**src/rtl/cfl_pkg.sv**
```systemverilog
// Types, codes and character helpers for the configuration text lexer.
package cfl_pkg;

  localparam int MAX_RES       = 3;
  localparam int RES_CNT_W     = $clog2(MAX_RES + 1);
  localparam int RES_DEPTH_DEF = 4;
  localparam int LINE_W        = 16;

  typedef enum logic [4:0] {
    MODE_IDLE    = 5'b00001,
    MODE_COMMENT = 5'b00010,
    MODE_NUMBER  = 5'b00100,
    MODE_IDENT   = 5'b01000,
    MODE_STRING  = 5'b10000
  } mode_t;

  typedef enum logic [2:0] {
    PEND_NONE        = 3'd0,
    PEND_BRACE_OPEN  = 3'd1,
    PEND_SLASH       = 3'd2,
    PEND_DOT         = 3'd3,
    PEND_BRACE_CLOSE = 3'd4
  } pend_t;

  typedef enum logic [1:0] {
    DELIM_DQUOTE = 2'd0,
    DELIM_SQUOTE = 2'd1,
    DELIM_BRACES = 2'd2
  } delim_t;

  typedef enum logic [1:0] {
    ERR_NONE    = 2'd0,
    ERR_CHAR    = 2'd1,
    ERR_UNTERM  = 2'd2
  } err_t;

  typedef enum logic [3:0] {
    KIND_NUMBER = 4'd0,
    KIND_IDENT  = 4'd1,
    KIND_STRING = 4'd2,
    KIND_OPEN   = 4'd3,
    KIND_CLOSE  = 4'd4,
    KIND_COLON  = 4'd5,
    KIND_COMMA  = 4'd6,
    KIND_SEMI   = 4'd7,
    KIND_NONE   = 4'd8
  } kind_t;

  localparam logic [7:0] CH_LF     = 8'h0A;
  localparam logic [7:0] CH_TAB    = 8'h09;
  localparam logic [7:0] CH_CR     = 8'h0D;
  localparam logic [7:0] CH_SPACE  = 8'h20;
  localparam logic [7:0] CH_DQUOTE = 8'h22;
  localparam logic [7:0] CH_HASH   = 8'h23;
  localparam logic [7:0] CH_DOLLAR = 8'h24;
  localparam logic [7:0] CH_SQUOTE = 8'h27;
  localparam logic [7:0] CH_COMMA  = 8'h2C;
  localparam logic [7:0] CH_DASH   = 8'h2D;
  localparam logic [7:0] CH_DOT    = 8'h2E;
  localparam logic [7:0] CH_SLASH  = 8'h2F;
  localparam logic [7:0] CH_COLON  = 8'h3A;
  localparam logic [7:0] CH_SEMI   = 8'h3B;
  localparam logic [7:0] CH_BSLASH = 8'h5C;
  localparam logic [7:0] CH_UNDER  = 8'h5F;
  localparam logic [7:0] CH_LBRACE = 8'h7B;
  localparam logic [7:0] CH_RBRACE = 8'h7D;

  typedef struct packed {
    kind_t              kind;
    logic               char_valid;
    logic [7:0]         token_char;
    logic               first;
    logic               last;
    logic [LINE_W-1:0]  line;
    err_t               err;
    logic               run_last;
  } result_t;

  // What a byte does when it is lexed from the idle state.
  typedef struct packed {
    logic   has_res;
    kind_t  kind;
    logic   cv;
    logic   first;
    logic   last;
    err_t   err;
    mode_t  mode;
    pend_t  pend;
    logic   start_str;
    delim_t delim;
    logic   set_err;
  } idle_act_t;

  function automatic logic is_digit(input logic [7:0] b);
    return (b >= 8'h30) && (b <= 8'h39);
  endfunction

  function automatic logic is_alpha(input logic [7:0] b);
    return ((b >= 8'h61) && (b <= 8'h7A)) || ((b >= 8'h41) && (b <= 8'h5A));
  endfunction

  function automatic logic is_space(input logic [7:0] b);
    return (b == CH_SPACE) || ((b >= CH_TAB) && (b <= CH_CR));
  endfunction

  function automatic logic is_ident_tail(input logic [7:0] b);
    return is_alpha(b) || is_digit(b) || (b == CH_DASH) || (b == CH_DOLLAR) ||
           (b == CH_UNDER);
  endfunction

  function automatic result_t mk_res(input kind_t kind, input logic cv,
                                     input logic [7:0] ch, input logic first,
                                     input logic last, input err_t err,
                                     input logic [LINE_W-1:0] line);
    result_t r;
    r.kind       = kind;
    r.char_valid = cv;
    r.token_char = cv ? ch : 8'h00;
    r.first      = first;
    r.last       = last;
    r.line       = line;
    r.err        = err;
    r.run_last   = 1'b0;
    return r;
  endfunction

  function automatic idle_act_t punct(input kind_t kind);
    idle_act_t a;
    a           = '0;
    a.has_res   = 1'b1;
    a.kind      = kind;
    a.first     = 1'b1;
    a.last      = 1'b1;
    a.err       = ERR_NONE;
    a.mode      = MODE_IDLE;
    a.pend      = PEND_NONE;
    a.delim     = DELIM_DQUOTE;
    return a;
  endfunction

  function automatic idle_act_t idle_decode(input logic [7:0] b);
    idle_act_t a;
    a       = '0;
    a.kind  = KIND_NONE;
    a.err   = ERR_NONE;
    a.mode  = MODE_IDLE;
    a.pend  = PEND_NONE;
    a.delim = DELIM_DQUOTE;
    if (!is_space(b)) begin
      unique case (b) inside
        CH_HASH:   a.mode = MODE_COMMENT;
        CH_SLASH:  a.pend = PEND_SLASH;
        CH_LBRACE: a.pend = PEND_BRACE_OPEN;
        CH_RBRACE: a = punct(KIND_CLOSE);
        CH_COLON:  a = punct(KIND_COLON);
        CH_COMMA:  a = punct(KIND_COMMA);
        CH_SEMI:   a = punct(KIND_SEMI);
        CH_DQUOTE, CH_SQUOTE: begin
          a.has_res   = 1'b1;
          a.kind      = KIND_STRING;
          a.first     = 1'b1;
          a.mode      = MODE_STRING;
          a.start_str = 1'b1;
          a.delim     = (b == CH_DQUOTE) ? DELIM_DQUOTE : DELIM_SQUOTE;
        end
        default: begin
          a.has_res = 1'b1;
          if (is_digit(b)) begin
            a.kind  = KIND_NUMBER;
            a.cv    = 1'b1;
            a.first = 1'b1;
            a.mode  = MODE_NUMBER;
          end else if (is_alpha(b)) begin
            a.kind  = KIND_IDENT;
            a.cv    = 1'b1;
            a.first = 1'b1;
            a.mode  = MODE_IDENT;
          end else begin
            a.kind    = KIND_NONE;
            a.err     = ERR_CHAR;
            a.set_err = 1'b1;
          end
        end
      endcase
    end
    return a;
  endfunction

endpackage

```
**src/rtl/cfl_result_fifo.sv**
```systemverilog
// Result queue: takes up to three results in one cycle, hands out one per transaction.
module cfl_result_fifo #(
  parameter int DEPTH = cfl_pkg::RES_DEPTH_DEF
) (
  input  logic                                 clk,
  input  logic                                 rst_n,
  input  logic [cfl_pkg::RES_CNT_W-1:0]        push_cnt,
  input  cfl_pkg::result_t                     push_res [cfl_pkg::MAX_RES],
  output logic                                 space_ok,
  output logic                                 head_valid,
  input  logic                                 pop,
  output cfl_pkg::result_t                     head
);
  import cfl_pkg::*;

  // DEPTH is a power of two of at least four so that the pointers wrap by themselves.
  localparam int PTR_W = $clog2(DEPTH);
  localparam int CNT_W = $clog2(DEPTH + 1);

  result_t          mem_r [DEPTH];
  logic [PTR_W-1:0] wr_ptr_r, wr_ptr_nxt;
  logic [PTR_W-1:0] rd_ptr_r, rd_ptr_nxt;
  logic [CNT_W-1:0] count_r, count_nxt;

  always_comb begin
    wr_ptr_nxt = wr_ptr_r + PTR_W'(push_cnt);
    rd_ptr_nxt = rd_ptr_r + PTR_W'(pop);
    count_nxt  = count_r + CNT_W'(push_cnt) - CNT_W'(pop);
  end

  always_ff @(posedge clk) begin
    if (!rst_n) begin
      wr_ptr_r <= '0;
      rd_ptr_r <= '0;
      count_r  <= '0;
    end else begin
      wr_ptr_r <= wr_ptr_nxt;
      rd_ptr_r <= rd_ptr_nxt;
      count_r  <= count_nxt;
    end
  end

  always_ff @(posedge clk) begin
    for (int k = 0; k < MAX_RES; k++) begin
      if (RES_CNT_W'(k) < push_cnt) begin
        mem_r[wr_ptr_r + PTR_W'(k)] <= push_res[k];
      end
    end
  end

  assign space_ok   = (count_r <= CNT_W'(DEPTH - MAX_RES));
  assign head_valid = (count_r != '0);
  assign head       = mem_r[rd_ptr_r];

endmodule

```
**src/rtl/cfl_step.sv**
```systemverilog
// Lexer state and the per-byte step logic that produces up to three results.
module cfl_step (
  input  logic                           clk,
  input  logic                           rst_n,
  input  logic                           step_en,
  input  logic [7:0]                     text_byte,
  input  logic                           end_of_text,
  output cfl_pkg::result_t               res [cfl_pkg::MAX_RES],
  output logic [cfl_pkg::RES_CNT_W-1:0]  res_cnt
);
  import cfl_pkg::*;

  mode_t             mode_r, mode_nxt;
  delim_t            delim_r, delim_nxt;
  pend_t             pend_r, pend_nxt;
  logic              esc_r, esc_nxt;
  logic [LINE_W-1:0] line_r, line_nxt;
  logic              err_r, err_nxt;

  idle_act_t             ia;
  result_t               res_c [MAX_RES];
  logic [RES_CNT_W-1:0]  n_c;
  logic                  do_idle;
  logic                  do_raise;
  err_t                  raise_code;
  logic                  close_delim;

  assign ia = idle_decode(text_byte);

  always_comb begin
    mode_nxt   = mode_r;
    delim_nxt  = delim_r;
    pend_nxt   = pend_r;
    esc_nxt    = esc_r;
    line_nxt   = line_r;
    err_nxt    = err_r;
    n_c        = '0;
    do_idle    = 1'b0;
    do_raise   = 1'b0;
    raise_code = ERR_NONE;
    for (int k = 0; k < MAX_RES; k++) begin
      res_c[k] = '0;
    end
    close_delim = ((delim_r == DELIM_DQUOTE) && (text_byte == CH_DQUOTE)) ||
                  ((delim_r == DELIM_SQUOTE) && (text_byte == CH_SQUOTE));

    if (err_r) begin
      // The lexer stays silent until reset once an error has been reported.
    end else if (end_of_text) begin
      unique case (mode_r)
        MODE_NUMBER: begin
          res_c[n_c] = mk_res(KIND_NUMBER, 1'b0, 8'h00, 1'b0, 1'b1, ERR_NONE, line_r);
          n_c = n_c + 1'b1;
          if (pend_r == PEND_DOT) begin
            do_raise   = 1'b1;
            raise_code = ERR_CHAR;
          end
        end
        MODE_IDENT: begin
          res_c[n_c] = mk_res(KIND_IDENT, 1'b0, 8'h00, 1'b0, 1'b1, ERR_NONE, line_r);
          n_c = n_c + 1'b1;
        end
        MODE_STRING: begin
          do_raise   = 1'b1;
          raise_code = ERR_UNTERM;
        end
        MODE_IDLE: begin
          if (pend_r == PEND_BRACE_OPEN) begin
            res_c[n_c] = mk_res(KIND_OPEN, 1'b0, 8'h00, 1'b1, 1'b1, ERR_NONE, line_r);
            n_c = n_c + 1'b1;
          end else if (pend_r == PEND_SLASH) begin
            do_raise   = 1'b1;
            raise_code = ERR_CHAR;
          end
        end
        default: ;
      endcase
      mode_nxt = MODE_IDLE;
      pend_nxt = PEND_NONE;
      esc_nxt  = 1'b0;
    end else begin
      unique case (mode_r)
        MODE_IDLE: begin
          pend_nxt = PEND_NONE;
          if (pend_r == PEND_BRACE_OPEN) begin
            if (text_byte == CH_LBRACE) begin
              mode_nxt   = MODE_STRING;
              delim_nxt  = DELIM_BRACES;
              esc_nxt    = 1'b0;
              res_c[n_c] = mk_res(KIND_STRING, 1'b0, 8'h00, 1'b1, 1'b0, ERR_NONE, line_r);
              n_c = n_c + 1'b1;
            end else begin
              res_c[n_c] = mk_res(KIND_OPEN, 1'b0, 8'h00, 1'b1, 1'b1, ERR_NONE, line_r);
              n_c = n_c + 1'b1;
              do_idle = 1'b1;
            end
          end else if (pend_r == PEND_SLASH) begin
            if (text_byte == CH_SLASH) begin
              mode_nxt = MODE_COMMENT;
            end else begin
              do_raise   = 1'b1;
              raise_code = ERR_CHAR;
            end
          end else begin
            do_idle = 1'b1;
          end
        end
        MODE_COMMENT: begin
          if (text_byte == CH_LF) begin
            mode_nxt = MODE_IDLE;
          end
        end
        MODE_NUMBER: begin
          if (pend_r == PEND_DOT) begin
            pend_nxt = PEND_NONE;
            if (is_digit(text_byte)) begin
              res_c[n_c] = mk_res(KIND_NUMBER, 1'b1, CH_DOT, 1'b0, 1'b0, ERR_NONE, line_r);
              n_c = n_c + 1'b1;
              res_c[n_c] = mk_res(KIND_NUMBER, 1'b1, text_byte, 1'b0, 1'b0, ERR_NONE,
                                  line_r);
              n_c = n_c + 1'b1;
            end else begin
              res_c[n_c] = mk_res(KIND_NUMBER, 1'b0, 8'h00, 1'b0, 1'b1, ERR_NONE, line_r);
              n_c = n_c + 1'b1;
              do_raise   = 1'b1;
              raise_code = ERR_CHAR;
            end
          end else if (is_digit(text_byte)) begin
            res_c[n_c] = mk_res(KIND_NUMBER, 1'b1, text_byte, 1'b0, 1'b0, ERR_NONE, line_r);
            n_c = n_c + 1'b1;
          end else if (text_byte == CH_DOT) begin
            pend_nxt = PEND_DOT;
          end else begin
            res_c[n_c] = mk_res(KIND_NUMBER, 1'b0, 8'h00, 1'b0, 1'b1, ERR_NONE, line_r);
            n_c = n_c + 1'b1;
            do_idle = 1'b1;
          end
        end
        MODE_IDENT: begin
          if (is_ident_tail(text_byte)) begin
            res_c[n_c] = mk_res(KIND_IDENT, 1'b1, text_byte, 1'b0, 1'b0, ERR_NONE, line_r);
            n_c = n_c + 1'b1;
          end else begin
            res_c[n_c] = mk_res(KIND_IDENT, 1'b0, 8'h00, 1'b0, 1'b1, ERR_NONE, line_r);
            n_c = n_c + 1'b1;
            do_idle = 1'b1;
          end
        end
        MODE_STRING: begin
          if ((pend_r == PEND_BRACE_CLOSE) && (text_byte == CH_RBRACE)) begin
            pend_nxt   = PEND_NONE;
            mode_nxt   = MODE_IDLE;
            res_c[n_c] = mk_res(KIND_STRING, 1'b0, 8'h00, 1'b0, 1'b1, ERR_NONE, line_r);
            n_c = n_c + 1'b1;
          end else begin
            // A single closing brace inside a braced string is content.
            if (pend_r == PEND_BRACE_CLOSE) begin
              pend_nxt   = PEND_NONE;
              res_c[n_c] = mk_res(KIND_STRING, 1'b1, CH_RBRACE, 1'b0, 1'b0, ERR_NONE,
                                  line_r);
              n_c = n_c + 1'b1;
            end
            if (esc_r) begin
              esc_nxt    = 1'b0;
              res_c[n_c] = mk_res(KIND_STRING, 1'b1, text_byte, 1'b0, 1'b0, ERR_NONE,
                                  line_r);
              n_c = n_c + 1'b1;
            end else if (text_byte == CH_BSLASH) begin
              esc_nxt = 1'b1;
            end else if (close_delim) begin
              mode_nxt   = MODE_IDLE;
              res_c[n_c] = mk_res(KIND_STRING, 1'b0, 8'h00, 1'b0, 1'b1, ERR_NONE, line_r);
              n_c = n_c + 1'b1;
            end else if ((delim_r == DELIM_BRACES) && (text_byte == CH_RBRACE)) begin
              pend_nxt = PEND_BRACE_CLOSE;
            end else begin
              res_c[n_c] = mk_res(KIND_STRING, 1'b1, text_byte, 1'b0, 1'b0, ERR_NONE,
                                  line_r);
              n_c = n_c + 1'b1;
            end
          end
        end
        default: begin
          mode_nxt = MODE_IDLE;
          pend_nxt = PEND_NONE;
          do_idle  = 1'b1;
        end
      endcase
    end

    // Lexing from the idle state is always the last action of a byte.
    if (do_idle) begin
      if (ia.has_res) begin
        res_c[n_c] = mk_res(ia.kind, ia.cv, text_byte, ia.first, ia.last, ia.err, line_r);
        n_c = n_c + 1'b1;
      end
      mode_nxt = ia.mode;
      pend_nxt = ia.pend;
      esc_nxt  = 1'b0;
      if (ia.start_str) begin
        delim_nxt = ia.delim;
      end
      if (ia.set_err) begin
        err_nxt = 1'b1;
      end
    end

    if (do_raise) begin
      res_c[n_c] = mk_res(KIND_NONE, 1'b0, 8'h00, 1'b0, 1'b0, raise_code, line_r);
      n_c = n_c + 1'b1;
      err_nxt  = 1'b1;
      mode_nxt = MODE_IDLE;
      pend_nxt = PEND_NONE;
      esc_nxt  = 1'b0;
    end

    // A newline counts only after its results, and not when it caused an error.
    if (!err_r && !end_of_text && !err_nxt && (text_byte == CH_LF) && (line_r != '1)) begin
      line_nxt = line_r + 1'b1;
    end

    if (n_c != '0) begin
      res_c[n_c - 1'b1].run_last = 1'b1;
    end
  end

  always_ff @(posedge clk) begin
    if (!rst_n) begin
      mode_r  <= MODE_IDLE;
      delim_r <= DELIM_DQUOTE;
      pend_r  <= PEND_NONE;
      esc_r   <= 1'b0;
      line_r  <= LINE_W'(1);
      err_r   <= 1'b0;
    end else if (step_en) begin
      mode_r  <= mode_nxt;
      delim_r <= delim_nxt;
      pend_r  <= pend_nxt;
      esc_r   <= esc_nxt;
      line_r  <= line_nxt;
      err_r   <= err_nxt;
    end
  end

  assign res     = res_c;
  assign res_cnt = n_c;

endmodule

```
**src/rtl/config_text_lexer.sv**
```systemverilog
// Configuration text lexer: one source byte per transaction in, token results out.
//
// The lexer takes one byte per cycle unless stalled. Each byte is lexed in the
// cycle it is accepted and yields zero to three results, which go into a result
// queue of RES_DEPTH entries; the result side drains one result per cycle unless
// out_stall holds it. The input stalls whenever fewer than three queue entries are
// free, so bytes that give at most one result stream at one per cycle, and a byte
// that gives n results uses n result transfers. Line numbers start at one and
// saturate; after an error result the lexer produces nothing more until reset.
module config_text_lexer #(
  parameter int RES_DEPTH = cfl_pkg::RES_DEPTH_DEF
) (
  input  logic        clk,
  input  logic        rst_n,
  input  logic        in_valid,
  output logic        in_stall,
  input  logic [7:0]  in_text_byte,
  input  logic        in_end_of_text,
  output logic        out_valid,
  input  logic        out_stall,
  output logic [3:0]  out_token_kind,
  output logic        out_char_valid,
  output logic [7:0]  out_token_char,
  output logic        out_token_first,
  output logic        out_token_last,
  output logic [15:0] out_line_number,
  output logic [1:0]  out_error_code,
  output logic        out_run_last
);
  import cfl_pkg::*;

  logic                 in_accept;
  logic                 space_ok;
  logic                 pop;
  result_t              step_res [MAX_RES];
  logic [RES_CNT_W-1:0] step_cnt;
  logic [RES_CNT_W-1:0] push_cnt;
  result_t              head;

  assign in_stall  = !space_ok;
  assign in_accept = in_valid && !in_stall;
  assign push_cnt  = in_accept ? step_cnt : '0;
  assign pop       = out_valid && !out_stall;

  cfl_step u_step (
    .clk         (clk),
    .rst_n       (rst_n),
    .step_en     (in_accept),
    .text_byte   (in_text_byte),
    .end_of_text (in_end_of_text),
    .res         (step_res),
    .res_cnt     (step_cnt)
  );

  cfl_result_fifo #(
    .DEPTH (RES_DEPTH)
  ) u_result_fifo (
    .clk        (clk),
    .rst_n      (rst_n),
    .push_cnt   (push_cnt),
    .push_res   (step_res),
    .space_ok   (space_ok),
    .head_valid (out_valid),
    .pop        (pop),
    .head       (head)
  );

  assign out_token_kind  = head.kind;
  assign out_char_valid  = head.char_valid;
  assign out_token_char  = head.token_char;
  assign out_token_first = head.first;
  assign out_token_last  = head.last;
  assign out_line_number = head.line;
  assign out_error_code  = head.err;
  assign out_run_last    = head.run_last;

endmodule

```
**config.mk**
```make
export PLATFORM = sky130hd
export DESIGN_NAME = config_text_lexer
export DESIGN_NICKNAME = d
export VERILOG_FILES = /design/src/rtl/cfl_pkg.sv /design/src/rtl/cfl_result_fifo.sv /design/src/rtl/cfl_step.sv /design/src/rtl/config_text_lexer.sv
export SDC_FILE = /design/constraint.sdc
export NUM_CORES = 1
export LEC_CHECK = 0
export BUFFER_PORTS_ARGS = -buffer_cell sky130_fd_sc_hd__buf_2
export CAP_MARGIN = 20
export CORE_ASPECT_RATIO = 0.5
export CORE_MARGIN = 8
export CORE_UTILIZATION = 50
export CTS_CLUSTER_DIAMETER = 40
export DETAILED_ROUTE_END_ITERATION = 10
export GPL_ROUTABILITY_DRIVEN = 0
export GPL_TIMING_DRIVEN = 0
export PLACE_DENSITY = 0.7
export SLEW_MARGIN = 20
export SYNTH_ARGS = -nofsm -noshare
export SYNTH_HDL_FRONTEND = slang
export SYNTH_SLANG_ARGS = --single-unit
export TNS_END_PERCENT = 30
```
**constraint.sdc**
```tcl
create_clock -name clk -period 8.3 [get_ports clk]
set_input_delay 1.66 -clock clk [delete_from_list [all_inputs] [get_ports clk]]
set_output_delay 1.66 -clock clk [all_outputs]
set_load 0.05 [all_outputs]
```
==> results.tsv <==
stage	metric	value	unit
sta	fin_crit_sh	94.3	%
min_path	hp-start	u_step.line_r[5]$_SDFFE_PN0P_	
setup_path	endpoint	u_result_fifo.mem_r[2][13]$_DFFE_PP_	
sta	whs	0.574	ns
clock_network	cts.clk_slew.worst_paths	0.07	ns
finish	syn_to_final_growth	13.0	%
pwr	combPwrFrac	43.7	%
pwr	power.leakage	4.16	nW
setup_path	crit_type	in -> reg	
clock_network	cts_buffer_depth	2	
logic_synthesis	syn_nets	1014	
route	wire_per_inst	22.3	microns
global_route	grt_pass1_wl	47.2	mm
setup_path	worstReg2RegEnd	u_result_fifo.mem_r[2][13]$_DFFE_PP_	
pwr	p_seq_share	32.3	%
pwr	clock_power_share	24.0	%
finish	mostFrequentLayoutCells	edfxtp_1, nor2_1, a21oi_1	
clock_network	clockRootBuffer	clkbuf_16	
route	drcViolationCount	0	
logic_synthesis	yosys.area.top_type_share	39.2	%
route	drt-total-wl	29.9	mm
logic_synthesis	ys_seq_area_share	45.9	%
sta	hold_viol	0	
logic_synthesis	synth.cell_area	0.0104	sq mm
route	avgViaCountPerCell	6.49	
sta	slew_headroom	14.6	%
floorplan	dieWidth	220	microns
finish	antenna_cells	0	
setup_path	startpoint	in_text_byte[0]	
global_route	antenna_found_initial	0	
sta	rsz0062_at_grt	false	
logic_synthesis	netlist_top_cells_area	edfxtp_1, mux4_2, dfxtp_1, and2_1, a21oi_1	
route	first_pass_iters	6	
global_route	grt_util_all_layers	23.1	%
logic_synthesis	ys_warn_count	0	
clock_network	htree_num_levels	4	
run	drv_cap	0	
setup_path	endpoint_kind	flip-flop	
pwr	switchingPower	0.00153	W
floorplan	die_height	118	microns
placement	dp_hpwl	21.3	mm
clock_network	cts_made_buffers	17	
sta	max_freq	128	MHz
clock_network	clkLatencyLatePin	0.44	ns
logic_synthesis	async_flop_share	0	%
logic_synthesis	synth_seq_cells	171	
global_route	grt_overflow	0	
pwr	p_sw_share	42.7	%
floorplan	io_pins	49	
finish	nNetsFinal	1082	
finish	final_common_cell	edfxtp_1	
logic_synthesis	syn-instance-count	986	
route	vias	8691	
clock_network	cts_tree	built	
route	drtIter0Drc	1232	
global_route	grt_pass1_vias	8404	
sta	fin_crit	7.83	ns
pwr	ir_drop	0.136	mV
sta	fin_skew	0.0132	ns
logic_synthesis	yosys.area.top_type	edfxtp_1	
sta	setup_viol	0	
logic_synthesis	ys_types	86	
setup_path	regToRegStartpoint	u_step.mode_r[1]$_SDFFE_PN0P_	
floorplan	num_rows	37	
min_path	hold_path.class	reg -> reg	
pwr	intPower	0.00205	W
logic_synthesis	synthFlopType	edfxtp_1	
setup_path	required	8.61	ns
route	ant_nets	0	
setup_path	start_kind	primary input	
setup_path	cp_max_fo	10	
sta	slew_violations	0	
floorplan	die-area	0.0260	sq mm
setup_path	regToRegSetupSlack	2.29	ns
logic_synthesis	synth.avg_cell_area	10.6	sq um
run_status	status	completed	
global_route	grt_max_degree	23	
floorplan	start_util	50.8	%
clock_network	cts_sinks	171	
floorplan	core-area	0.0205	sq mm
finish	drive_gt1_share	16.3	%
logic_synthesis	synth-edff-count	136	
setup_path	r2r_cells	16	
placement	port_buffers	45	
clock_network	ctsHoldBuffers	0	
setup_path	critPathArrivalTime	8.14	ns
sta	tightest_slew	1.27	ns
pwr	p_per_area	304	mW/mm^2
sta	fin_tns_setup	0	ns
## metal layers
layer	track usage (%)	routed length, microns
met5	0	0
met4	8.18	829
met3	5.95	2870
met2	36.2	13600
met1	30.7	12600
## power by group through the flow
stage                     logic (W)  registers, W  clock network, W
after global routing        0.00166       0.00117          0.000893
after floorplan             0.00113       0.00117                 0
final                       0.00156       0.00116          0.000859
after detailed placement    0.00154       0.00118                 0
after global placement      0.00149       0.00118                 0
after CTS                   0.00156       0.00116          0.000860
## Yosys cell counts (all sizes together), types with 13 or more instances
cell	number
xnor2	15
o21ai	54
edfxtp	136
ha	14
a21oi	61
a211oi	15
clkbuf	41
nand2	59
inv	27
nor2	71
nor3	40
nand3	27
nor4	13
and2	52
dfxtp	35
mux2i	28
nor2b	45
buf	21
mux4	34
## layout make-up
cell class                      count  area [sq um]
Tap cell                          273           342
Fill cell                        1724          8740
Inverter                           28           105
Multi-Input combinational cell    725          5330
Sequential cell                   171          4780
Clock inverter                     15           200
Clock buffer                       17           425
Timing Repair Buffer               49           328
Buffer                             62           258
## logic make-up (layout without fill, tap and decap cells)
kind of cell    after synthesis  in the layout  synth area share (%)
compound gates              229            229                  15.2
xor+xnor                     27             27                  2.55
fa+ha+maj                    15             15                  1.87
buf+inv                      90            171                  3.45
flops                       171            171                  45.9
mux                          67             67                  10.6
simple gates                387            387                  20.5
## critical path: stages
cell	delay (ns)
clkbuf_1	0.28
clkbuf_2	0.30
clkbuf_2	0.31
nand4_1	0.11
or4_1	0.46
nor3b_2	0.30
inv_1	0.08
ha_1	0.32
a2111oi_0	0.51
and4bb_4	0.34
nor2_8	0.21
ha_1	0.18
nor4b_4	0.36
nor2_1	0.15
ha_1	0.32
or3_1	0.45
a311oi_1	0.46
nand2_1	0.26
a211oi_2	0.58
buf_2	0.33
and2_1	0.17
## repair_timing
item,CTS,global route
setup buffers,0,0
endpoints found under the setup margin,20,273
resized for setup,2,7
## worst min path at each step
stage / cells past startpoint / endpoint / slack (ns)
after floorplan: 2 / u_step.line_r[7]$_SDFFE_PN0P_ / 0.49
after global placement: 2 / u_step.line_r[5]$_SDFFE_PN0P_ / 0.53
after detailed placement: 2 / u_step.line_r[5]$_SDFFE_PN0P_ / 0.56
after CTS: 2 / u_step.line_r[5]$_SDFFE_PN0P_ / 0.57
after global routing: 2 / u_step.line_r[5]$_SDFFE_PN0P_ / 0.62
final: 2 / u_step.line_r[5]$_SDFFE_PN0P_ / 0.57
## through the flow
stage | instances | worst slack (ns) | instance area (sq um) | util (%) | power, W
2_1_floorplan | 986 | 0.278 | 10400 | - | 0.00229
3_3_place_gp | 1304 | -2.46 | 11000 | 53.6 | 0.00267
3_5_place_dp | 1308 | -0.495 | 11100 | 54.1 | 0.00272
4_1_cts | 1340 | 0.00715 | 11700 | 57.3 | 0.00358
5_1_grt | 1340 | 0.0425 | 11800 | 57.4 | 0.00372
6_report | 1340 | 0.472 | 11800 | 57.4 | 0.00358
## registers in the layout (all words and copies together) (netlist names), 2 cells and up
name / cells
u_result_fifo.mem_r: 136
u_result_fifo.rd_ptr_r: 2
u_result_fifo.count_r: 3
u_step.pend_r: 3
u_step.mode_r: 5
u_result_fifo.wr_ptr_r: 2
u_step.delim_r: 2
u_step.line_r: 16
Power figures use the tool's default switching activity.
